File: src/rtl/ahhc_pkg.sv
`default_nettype none
package ahhc_pkg;

  // Ring depth default and fixed field widths
  localparam int unsigned WINDOW_DEF = 100;
  localparam int unsigned SAMPLE_W   = 16;
  localparam int unsigned BAND_W     = 15;
  localparam int unsigned PCT_W      = 7;
  localparam int unsigned HOLDOFF_W  = 4;
  localparam int unsigned CFG_IDX_W  = 3;
  localparam int unsigned CFG_DATA_W = 16;
  localparam int unsigned OUT_DATA_W = 40;

  localparam logic [HOLDOFF_W-1:0] HOLDOFF   = 4'd10;
  localparam logic [PCT_W-1:0]     PCT_MAX   = 7'd100;
  localparam logic [PCT_W-1:0]     PHASE_MAX = 7'd100;
  localparam logic [PCT_W-1:0]     PHASE_RST = 7'd1;
  localparam logic [PCT_W-1:0]     POWER_RST = 7'd50;

  localparam logic signed [SAMPLE_W-1:0] TARGET_RST = 16'sd8960;
  localparam logic [BAND_W-1:0]          BAND_RST   = 15'd128;
  localparam logic [PCT_W-1:0]           HEAT_RST   = 7'd50;
  localparam logic [PCT_W-1:0]           HOLD_RST   = 7'd50;
  localparam logic [PCT_W-1:0]           STEP_RST   = 7'd10;

  typedef enum logic [CFG_IDX_W-1:0] {
    CFG_TARGET    = 3'd0,
    CFG_BAND      = 3'd1,
    CFG_HEAT      = 3'd2,
    CFG_HOLD_INIT = 3'd3,
    CFG_STEP      = 3'd4
  } cfg_idx_e;

  typedef enum logic [1:0] {
    MODE_UNKNOWN = 2'd0,
    MODE_HEATING = 2'd1,
    MODE_HOLDING = 2'd2,
    MODE_COOLING = 2'd3
  } mode_e;

  typedef enum logic [2:0] {
    ST_IDLE,
    ST_READ,
    ST_START,
    ST_DIVIDE,
    ST_COMMIT
  } ctrl_state_e;

  // Controller to datapath
  typedef struct packed {
    logic load;       // take item, read old slot
    logic update;     // replace slot, adjust sum and count
    logic div_start;  // launch mean division
    logic commit;     // mode update, load result
  } ctrl_cmd_t;

  // Datapath to controller
  typedef struct packed {
    logic cnt_zero;
    logic div_done;
    logic out_free;
  } ctrl_sts_t;

endpackage : ahhc_pkg
`default_nettype wire

File: src/rtl/ahhc_div.sv
`default_nettype none
module ahhc_div #(
  parameter int unsigned DVD_W = 23,
  parameter int unsigned DVS_W = 7
) (
  input  wire logic             clk_i,
  input  wire logic             rst_ni,
  input  wire logic             start_i,
  input  wire logic [DVD_W-1:0] dividend_i,
  input  wire logic [DVS_W-1:0] divisor_i,
  output logic                  done_o,
  output logic [DVD_W-1:0]      quot_o
);

  localparam int unsigned CNT_W = $clog2(DVD_W + 1);

  logic [DVS_W-1:0] dvs_q;
  logic [DVS_W:0]   rem_q, rem_d, rem_sh;
  logic [DVD_W-1:0] quot_q, quot_d;
  logic [CNT_W-1:0] cnt_q;
  logic             busy_q, done_q;
  logic             q_bit;

  // One quotient bit per cycle, restoring
  always_comb begin
    rem_sh = {rem_q[DVS_W-1:0], quot_q[DVD_W-1]};
    q_bit  = (rem_sh >= {1'b0, dvs_q});
    rem_d  = q_bit ? (rem_sh - {1'b0, dvs_q}) : rem_sh;
    quot_d = {quot_q[DVD_W-2:0], q_bit};
  end

  always_ff @(posedge clk_i or negedge rst_ni) begin
    if (!rst_ni) begin
      busy_q <= 1'b0;
      done_q <= 1'b0;
      cnt_q  <= '0;
    end else begin
      done_q <= 1'b0;
      if (start_i) begin
        busy_q <= 1'b1;
        cnt_q  <= CNT_W'(DVD_W);
      end else if (busy_q) begin
        cnt_q <= cnt_q - 1'b1;
        if (cnt_q == CNT_W'(1)) begin
          busy_q <= 1'b0;
          done_q <= 1'b1;
        end
      end
    end
  end

  always_ff @(posedge clk_i) begin
    if (start_i) begin
      dvs_q  <= divisor_i;
      rem_q  <= '0;
      quot_q <= dividend_i;
    end else if (busy_q) begin
      rem_q  <= rem_d;
      quot_q <= quot_d;
    end
  end

  assign done_o = done_q;
  assign quot_o = quot_q;

endmodule : ahhc_div
`default_nettype wire

File: src/rtl/ahhc_ctrl.sv
`default_nettype none
module ahhc_ctrl (
  input  wire logic                clk_i,
  input  wire logic                rst_ni,
  input  wire logic                in_valid_i,
  output logic                     in_ready_o,
  input  wire ahhc_pkg::ctrl_sts_t sts_i,
  output ahhc_pkg::ctrl_cmd_t      cmd_o
);
  import ahhc_pkg::*;

  ctrl_state_e state_q, state_d;

  always_ff @(posedge clk_i or negedge rst_ni) begin
    if (!rst_ni) begin
      state_q <= ST_IDLE;
    end else begin
      state_q <= state_d;
    end
  end

  always_comb begin
    state_d    = state_q;
    cmd_o      = '0;
    in_ready_o = 1'b0;
    unique case (state_q)
      ST_IDLE: begin
        in_ready_o = 1'b1;
        if (in_valid_i) begin
          cmd_o.load = 1'b1;
          state_d    = ST_READ;
        end
      end
      ST_READ: begin
        cmd_o.update = 1'b1;
        state_d      = ST_START;
      end
      ST_START: begin
        // empty ring: mean is zero, skip the divide
        if (sts_i.cnt_zero) begin
          state_d = ST_COMMIT;
        end else begin
          cmd_o.div_start = 1'b1;
          state_d         = ST_DIVIDE;
        end
      end
      ST_DIVIDE: begin
        if (sts_i.div_done) begin
          state_d = ST_COMMIT;
        end
      end
      ST_COMMIT: begin
        if (sts_i.out_free) begin
          cmd_o.commit = 1'b1;
          state_d      = ST_IDLE;
        end
      end
      default: state_d = ST_IDLE;
    endcase
  end

endmodule : ahhc_ctrl
`default_nettype wire

File: src/rtl/ahhc_dp.sv
`default_nettype none
module ahhc_dp #(
  parameter int unsigned WINDOW = ahhc_pkg::WINDOW_DEF
) (
  input  wire logic                                       clk_i,
  input  wire logic                                       rst_ni,
  input  wire logic                                       cfg_we_i,
  input  wire logic [ahhc_pkg::CFG_IDX_W-1:0]             cfg_idx_i,
  input  wire logic [ahhc_pkg::CFG_DATA_W-1:0]            cfg_data_i,
  input  wire logic signed [ahhc_pkg::SAMPLE_W-1:0]       sample_i,
  input  wire ahhc_pkg::ctrl_cmd_t                        cmd_i,
  output ahhc_pkg::ctrl_sts_t                             sts_o,
  input  wire logic                                       out_ready_i,
  output logic                                            out_valid_o,
  output logic                                            heater_on_o,
  output logic [1:0]                                      mode_o,
  output logic [ahhc_pkg::PCT_W-1:0]                      power_o,
  output logic [ahhc_pkg::PCT_W-1:0]                      hold_level_o,
  output logic signed [ahhc_pkg::SAMPLE_W-1:0]            mean_temp_o
);
  import ahhc_pkg::*;

  localparam int unsigned PTR_W = (WINDOW > 1) ? $clog2(WINDOW) : 1;
  localparam int unsigned CNT_W = $clog2(WINDOW + 1);
  localparam int unsigned SUM_W = SAMPLE_W + CNT_W;

  // Configuration
  logic signed [SAMPLE_W-1:0] target_q;
  logic [BAND_W-1:0]          band_q;
  logic [PCT_W-1:0]           heat_q, step_q;

  // Ring and running statistics
  logic signed [SAMPLE_W-1:0] ring_q [WINDOW];
  logic [WINDOW-1:0]          vld_q;
  logic [PTR_W-1:0]           pos_q;
  logic signed [SAMPLE_W-1:0] sample_q, rd_data_q;
  logic signed [SUM_W-1:0]    sum_q, sum_d;
  logic [CNT_W-1:0]           cnt_q, cnt_d;
  logic                       old_nz, new_nz;

  // Control loop state
  mode_e                mode_q, mode_d;
  logic [PCT_W-1:0]     power_q, power_d;
  logic [PCT_W-1:0]     hold_q, hold_d;
  logic [HOLDOFF_W-1:0] holdoff_q, holdoff_d, holdoff_set;
  logic [PCT_W-1:0]     phase_q, phase_d;
  logic                 on_q, on_d;
  logic signed [SAMPLE_W-1:0] mean_q;
  logic                 out_valid_q;

  // Mean and compare
  logic [SUM_W-1:0]           mag;
  logic [SUM_W-1:0]           quot, mean_full;
  logic                       div_done;
  logic signed [SAMPLE_W-1:0] mean;
  logic signed [SAMPLE_W:0]   delta, band_p, band_n;
  logic                       below, above;
  logic [PCT_W-1:0]           heat_sat;
  logic [PCT_W:0]             hold_sum;

  always_ff @(posedge clk_i or negedge rst_ni) begin
    if (!rst_ni) begin
      target_q <= TARGET_RST;
      band_q   <= BAND_RST;
      heat_q   <= HEAT_RST;
      step_q   <= STEP_RST;
    end else if (cfg_we_i) begin
      unique case (cfg_idx_i)
        CFG_TARGET: target_q <= cfg_data_i;
        CFG_BAND:   band_q   <= cfg_data_i[BAND_W-1:0];
        CFG_HEAT:   heat_q   <= cfg_data_i[PCT_W-1:0];
        CFG_STEP:   step_q   <= cfg_data_i[PCT_W-1:0];
        default: ;
      endcase
    end
  end

  // Ring memory: read old slot on load, write new sample on update
  always_ff @(posedge clk_i) begin
    if (cmd_i.load) begin
      sample_q  <= sample_i;
      rd_data_q <= ring_q[pos_q];
    end
    if (cmd_i.update) begin
      ring_q[pos_q] <= sample_q;
    end
  end

  assign old_nz = vld_q[pos_q] && (rd_data_q != '0);
  assign new_nz = (sample_q != '0);

  always_comb begin
    sum_d = sum_q;
    cnt_d = cnt_q;
    if (old_nz) begin
      sum_d = sum_d - {{(SUM_W-SAMPLE_W){rd_data_q[SAMPLE_W-1]}}, rd_data_q};
      cnt_d = cnt_d - 1'b1;
    end
    if (new_nz) begin
      sum_d = sum_d + {{(SUM_W-SAMPLE_W){sample_q[SAMPLE_W-1]}}, sample_q};
      cnt_d = cnt_d + 1'b1;
    end
  end

  always_ff @(posedge clk_i or negedge rst_ni) begin
    if (!rst_ni) begin
      vld_q <= '0;
      pos_q <= '0;
      sum_q <= '0;
      cnt_q <= '0;
    end else if (cmd_i.update) begin
      vld_q[pos_q] <= 1'b1;
      pos_q <= (pos_q == PTR_W'(WINDOW - 1)) ? '0 : pos_q + 1'b1;
      sum_q <= sum_d;
      cnt_q <= cnt_d;
    end
  end

  // Divide magnitude, restore sign: truncation toward zero
  assign mag = sum_q[SUM_W-1] ? (-sum_q) : sum_q;

  ahhc_div #(
    .DVD_W(SUM_W),
    .DVS_W(CNT_W)
  ) u_div (
    .clk_i     (clk_i),
    .rst_ni    (rst_ni),
    .start_i   (cmd_i.div_start),
    .dividend_i(mag),
    .divisor_i (cnt_q),
    .done_o    (div_done),
    .quot_o    (quot)
  );

  assign mean_full = sum_q[SUM_W-1] ? (-quot) : quot;
  assign mean      = (cnt_q == '0) ? '0 : mean_full[SAMPLE_W-1:0];

  assign delta  = {target_q[SAMPLE_W-1], target_q} - {mean[SAMPLE_W-1], mean};
  assign band_p = {2'b00, band_q};
  assign band_n = -band_p;
  assign below  = (delta < band_n);
  assign above  = (delta > band_p);

  assign heat_sat = (heat_q > PCT_MAX) ? PCT_MAX : heat_q;
  assign hold_sum = {1'b0, hold_q} + {1'b0, step_q};

  always_comb begin
    mode_d      = mode_q;
    power_d     = power_q;
    hold_d      = hold_q;
    holdoff_set = holdoff_q;
    unique case (mode_q)
      MODE_UNKNOWN: begin
        if (below) begin
          mode_d  = MODE_COOLING;
          power_d = '0;
        end else if (above) begin
          mode_d  = MODE_HEATING;
          power_d = heat_sat;
        end else if ((delta < band_p) && (delta > band_n)) begin
          mode_d  = MODE_HOLDING;
          power_d = hold_q;
        end
      end
      MODE_HEATING: begin
        if (delta < band_p) begin
          mode_d  = MODE_HOLDING;
          power_d = hold_q;
        end
      end
      MODE_HOLDING: begin
        if (below) begin
          mode_d  = MODE_COOLING;
          power_d = '0;
          // back off hold power, rate-limited by holdoff
          if (holdoff_q == '0) begin
            hold_d      = (hold_q > step_q) ? (hold_q - step_q) : '0;
            holdoff_set = HOLDOFF;
          end
        end else if (above) begin
          mode_d  = MODE_HEATING;
          hold_d  = (hold_sum > {1'b0, PCT_MAX}) ? PCT_MAX : hold_sum[PCT_W-1:0];
          power_d = heat_sat;
        end
      end
      MODE_COOLING: begin
        if (delta > band_n) begin
          mode_d  = MODE_HOLDING;
          power_d = hold_q;
        end
      end
      default: mode_d = MODE_UNKNOWN;
    endcase
    on_d      = (power_d > phase_q);
    phase_d   = (phase_q >= PHASE_MAX) ? '0 : phase_q + 1'b1;
    holdoff_d = (holdoff_set != '0) ? holdoff_set - 1'b1 : holdoff_set;
  end

  always_ff @(posedge clk_i or negedge rst_ni) begin
    if (!rst_ni) begin
      mode_q    <= MODE_UNKNOWN;
      power_q   <= POWER_RST;
      hold_q    <= HOLD_RST;
      holdoff_q <= '0;
      phase_q   <= PHASE_RST;
    end else if (cfg_we_i && (cfg_idx_i == CFG_HOLD_INIT)) begin
      hold_q <= (cfg_data_i[PCT_W-1:0] > PCT_MAX) ? PCT_MAX : cfg_data_i[PCT_W-1:0];
    end else if (cmd_i.commit) begin
      mode_q    <= mode_d;
      power_q   <= power_d;
      hold_q    <= hold_d;
      holdoff_q <= holdoff_d;
      phase_q   <= phase_d;
    end
  end

  // Result register
  always_ff @(posedge clk_i or negedge rst_ni) begin
    if (!rst_ni) begin
      out_valid_q <= 1'b0;
    end else if (cmd_i.commit) begin
      out_valid_q <= 1'b1;
    end else if (out_ready_i) begin
      out_valid_q <= 1'b0;
    end
  end

  always_ff @(posedge clk_i) begin
    if (cmd_i.commit) begin
      on_q   <= on_d;
      mean_q <= mean;
    end
  end

  assign sts_o.cnt_zero = (cnt_q == '0);
  assign sts_o.div_done = div_done;
  assign sts_o.out_free = !out_valid_q || out_ready_i;

  assign out_valid_o  = out_valid_q;
  assign heater_on_o  = on_q;
  assign mode_o       = mode_q;
  assign power_o      = power_q;
  assign hold_level_o = hold_q;
  assign mean_temp_o  = mean_q;

endmodule : ahhc_dp
`default_nettype wire

File: src/rtl/adaptive_hysteresis_heater_control.sv
`default_nettype none
// Channel   Dir  Handshake                      Payload
// s_axis    in   s_axis_tvalid_i/tready_o       sample
// m_axis    out  m_axis_tvalid_o/tready_i       heater_on, mode, power, hold_level, mean_temp
// cfg       in   cfg_we_i (no wait)             cfg_idx_i selects register, cfg_data_i
//
// ST_IDLE takes an item and reads its old ring slot, ST_READ replaces the slot and updates
// sum and count, ST_START launches the divide for the mean, ST_DIVIDE waits for it, and
// ST_COMMIT loads the result. The divider is bit-serial (one quotient bit per cycle over
// 16 + clog2(WINDOW + 1) bits). An empty ring skips the divide. Items are handled one at
// a time. Reset clears the ring through per-slot valid bits; no clearing pass is needed.
// A held result stalls the final commit, and no new item is taken until it commits.
module adaptive_hysteresis_heater_control #(
  parameter int unsigned WINDOW = ahhc_pkg::WINDOW_DEF
) (
  input  wire logic                                  clk_i,
  input  wire logic                                  rst_ni,
  input  wire logic                                  s_axis_tvalid_i,
  output logic                                       s_axis_tready_o,
  input  wire logic [ahhc_pkg::SAMPLE_W-1:0]         s_axis_tdata_i,  // [15:0] sample
  output logic                                       m_axis_tvalid_o,
  input  wire logic                                  m_axis_tready_i,
  // [0] heater_on, [2:1] mode, [9:3] power, [16:10] hold_level, [32:17] mean_temp
  output logic [ahhc_pkg::OUT_DATA_W-1:0]            m_axis_tdata_o,
  input  wire logic                                  cfg_we_i,
  input  wire logic [ahhc_pkg::CFG_IDX_W-1:0]        cfg_idx_i,
  input  wire logic [ahhc_pkg::CFG_DATA_W-1:0]       cfg_data_i
);
  import ahhc_pkg::*;

  ctrl_cmd_t               cmd;
  ctrl_sts_t               sts;
  logic                    heater_on;
  logic [1:0]              mode;
  logic [PCT_W-1:0]        power, hold_level;
  logic signed [SAMPLE_W-1:0] mean_temp;

  ahhc_ctrl u_ctrl (
    .clk_i     (clk_i),
    .rst_ni    (rst_ni),
    .in_valid_i(s_axis_tvalid_i),
    .in_ready_o(s_axis_tready_o),
    .sts_i     (sts),
    .cmd_o     (cmd)
  );

  ahhc_dp #(
    .WINDOW(WINDOW)
  ) u_dp (
    .clk_i       (clk_i),
    .rst_ni      (rst_ni),
    .cfg_we_i    (cfg_we_i),
    .cfg_idx_i   (cfg_idx_i),
    .cfg_data_i  (cfg_data_i),
    .sample_i    (s_axis_tdata_i),
    .cmd_i       (cmd),
    .sts_o       (sts),
    .out_ready_i (m_axis_tready_i),
    .out_valid_o (m_axis_tvalid_o),
    .heater_on_o (heater_on),
    .mode_o      (mode),
    .power_o     (power),
    .hold_level_o(hold_level),
    .mean_temp_o (mean_temp)
  );

  assign m_axis_tdata_o = {7'b0, mean_temp, hold_level, power, mode, heater_on};

endmodule : adaptive_hysteresis_heater_control
`default_nettype wire

File: config.mk
export PLATFORM = sky130hd
export DESIGN_NAME = adaptive_hysteresis_heater_control
export DESIGN_NICKNAME = d
export VERILOG_FILES = /design/src/rtl/ahhc_pkg.sv /design/src/rtl/ahhc_div.sv /design/src/rtl/ahhc_ctrl.sv /design/src/rtl/ahhc_dp.sv /design/src/rtl/adaptive_hysteresis_heater_control.sv
export SDC_FILE = /design/constraint.sdc
export NUM_CORES = 2
export LEC_CHECK = 0
export BUFFER_PORTS_ARGS = -buffer_cell sky130_fd_sc_hd__buf_2
export CELL_PAD_IN_SITES_DETAIL_PLACEMENT = 1
export CELL_PAD_IN_SITES_GLOBAL_PLACEMENT = 1
export CORE_UTILIZATION = 41
export CTS_CLUSTER_SIZE = 10
export DETAILED_ROUTE_END_ITERATION = 8
export PLACE_DENSITY = 0.74
export SYNTH_ARGS = -nofsm -noshare
export SYNTH_HDL_FRONTEND = slang
export SYNTH_SLANG_ARGS = --single-unit
File: constraint.sdc
create_clock -name clk_i -period 12 [get_ports clk_i]
set_input_delay 2.4 -clock clk_i [delete_from_list [all_inputs] [get_ports clk_i]]
set_output_delay 2.4 -clock clk_i [all_outputs]
set_load 0.03 [all_outputs]
==> run metrics <==
Peak VDD IR=0.000189 V; TNS Setup=0 ps; crit path time final=8250 ps; CP Class=reg -> reg; Initial Util=41.3%; final hold vios=0; Antenna Violating Nets Remaining=0; final setup fails=0; drt pass-1 iters=5; Seq cells post-synth=1906; nets@finish=5345; Peak Freq=121 MHz; PnR worst setup slack=3750 ps; Root Driver=clkbuf_16; syn_area_per_cell=15.4 sq um; # Post-CTS Setup Buffers=0; Worst Tran Pin Value=1340 ps; Reg clk slew, reported paths=60 ps; data required time of the critical path=12690 ps; Tot Pwr=21400 uW; vias per std cell=6.29; critical path arrival=8940 ps; Area contributors post-synth=edfxtp_1, dfrtp_1, a22oi_1; post-synthesis cell count=4986; most instantiated library cell after synthesis=edfxtp_1; Die H=434 microns; vias=49200; post-synthesis async set-or-reset flop share=11.5%; worst min path class=reg -> reg; htree depth=4; drt wl/cell=31.4 microns; RSZ-0062 raised after global routing=no; CP max FO=47; filler cell count=18200; Yosys top cell area share=65.8%; sequential fraction of the synthesis area=73.2%; distinct cell type count after synthesis=90; critical path endpoint category=flop; PwrDens=246 nW/um^2; Synth warnings=0; Die Wd=434 microns; DPL Wire Length=148000 microns; core box area=185000 sq um; CTS max path bufs=3; 1st-iter DRT viols=5861; Final period util=68.8%; Final Wtd Congestion=0.881; # hold bufs at CTS=0; routed wire length=246000 microns; fin. max-slew vios=0; first-pass GRT wire length=355000 microns; CTS tree=yes; die area=189000 sq um; area grow syn2layout=13.7%; total track usage=25.8%; Worst Skew=101 ps; Skew-Pair Late Insertion Delay=890 ps; maxcap violations=0; largest net degree at the start of global routing=91; PostCTS Resize Cnt=0; status=finished, final reports clean; CTS buffer count=212; Post-Syn Area=76600 sq um; CTS sink cnt=1906; Relative slew margins=10.1%; number of synthesized flops with an enable pin=1679; # port buffers=74; CP Launch Type=flop; P_leak=0.0295 uW; Post-route DRC=0; cell taking the most area after synthesis=edfxtp_1; Top FF cell, synth=edfxtp_1; Core Rows=158; number of global-route vias before repair=51000; pre-CTS WS=4060 ps; commonest cells in the netlist=edfxtp_1, a22oi_1, clkbuf_1; Congestion Overflow GR=0; share of cells above drive strength 1=14.1%; initial antenna violation count=11; I/O pins=82
-- per-stage QoR --
step / instance area (sq um) / utilization, % / hold WS (ps) / instances
floorplan: 76600 / - / 423 / 4992
global placement: 80700 / 43.5 / 446 / 7444
detailed placement: 80700 / 43.5 / 455 / 7444
CTS: 87100 / 47.0 / 467 / 7825
global route: 87100 / 47.0 / 487 / 7825
finish: 87100 / 47.0 / 468 / 7829
-- flip-flops by register name, indices dropped and copies added (netlist names), 15 cells and up --
name	count
u_dp.sample_q	16
u_dp.rd_data_q	16
u_dp.vld_q	100
u_dp.u_div.quot_o	23
u_dp.band_q	15
u_dp.target_q	16
u_dp.ring_q	1600
u_dp.mean_temp_o	16
u_dp.sum_q	23
-- path summary, 6_finish.rpt --
check,start,endpoint,slack [ps],depth (start not counted)
hold reg to reg,u_dp.vld_q[95]$_DFFE_PN0P_,u_dp.vld_q[95]$_DFFE_PN0P_,470,1
setup / recovery,u_dp.pos_q[1]$_DFFE_PN0P_,u_dp.sum_q[22]$_DFFE_PN0P_,3750,25
setup reg to reg,u_dp.pos_q[1]$_DFFE_PN0P_,u_dp.sum_q[22]$_DFFE_PN0P_,3750,25
max in group asynchronous,rst_ni,u_dp.pos_q[3]$_DFFE_PN0P_,8800,2
hold / removal,u_dp.vld_q[95]$_DFFE_PN0P_,u_dp.vld_q[95]$_DFFE_PN0P_,470,1
min in group asynchronous,rst_ni,u_dp.vld_q[44]$_DFFE_PN0P_,1610,1
-- area by class of cell --
cell class | instances | area [sq um] | area share, %
inverter | 106 | 398 | 0.457
tap | 2480 | 3100 | 3.56
clock buffer | 362 | 5920 | 6.80
multi-input combinational | 2678 | 19100 | 22.0
timing repair buffer | 274 | 1980 | 2.28
antenna | 4 | 10.0 | 0.0115
sequential | 1906 | 56100 | 64.4
clock inverter | 19 | 462 | 0.530
-- per-layer routing --
| layer | vias to the layer above | part of all wire (%) | wire length [microns] | track usage, % |
|---|---|---|---|---|
| met1 | 25500 | 38 | 94400 | 33.2 |
| met5 | - | 0.015 | 36 | 0 |
| met2 | 2846 | 47 | 116000 | 41.7 |
| li1 | 20300 | - | - | - |
| met3 | 577 | 9.6 | 23600 | 5.54 |
| met4 | 4 | 4.9 | 12100 | 12.0 |
-- cell families (layout without fill, tap and decap cells) --
group,count (synthesis),after routing,share of synthesized area [%]
AOI/OAI and AO/OA,1434,1434,13.7
xor gates and xnor gates,138,138,1.67
adders and majority gates,127,127,2.13
buffers and inverters,408,761,2.06
DFF,1906,1906,73.2
muxes,81,81,1.37
other,1,11,0.00489
and+or+nand+nor,891,891,5.90
-- critical path: stages, from the launching register on --
cell and delay (ps):
dfrtp_1 960, buf_4 480, nor3_2 100, buf_4 330
a22o_1 250, a221oi_1 240, a31oi_1 250, nor4_1 860
o211ai_1 440, o31ai_4 440, buf_4 500, o21ai_0 210
ha_1 280, fa_1 470, a211oi_1 310, o21ai_0 160
a21oi_1 200, or2_2 170, a31oi_1 100, a41o_1 270
nor4_1 260, o41ai_1 170, mux2i_1 200, xnor2_1 140
nand2_1 80, xnor2_1 150
-- power breakdown --
| part | internal (uW) | leakage [uW] | switching, uW | total, uW |
|---|---|---|---|---|
| logic | 2770 | 0.00845 | 4880 | 7650 |
| clock network | 3370 | 0.00300 | 2660 | 6030 |
| registers | 7460 | 0.0180 | 310 | 7770 |
-- layout by cell type (no fill, tap or decap), types with 18 or more instances in the layout --
cell type  count
a211oi_1      20
a21o_1        34
a21oi_1      100
a221oi_1     167
a22o_1       173
a22oi_1      492
a31oi_1      141
buf_2         73
buf_4        192
clkbuf_1     146
clkbuf_16    213
dfrtp_1      200
edfxtp_1    1679
ha_1         121
inv_1        106
mux2_2        32
mux2i_1       33
nand2_1      204
nand2b_1      25
nand3_1       62
nand4_1       77
nor2_1       189
nor2_2        19
nor2b_1       18
nor3_1        35
nor4_1        36
o211ai_1      18
o21ai_0      159
o31ai_1       22
or2_2        120
or3_1         24
xnor2_1       74
xor2_1        59
(Power assumes the default switching activity.)
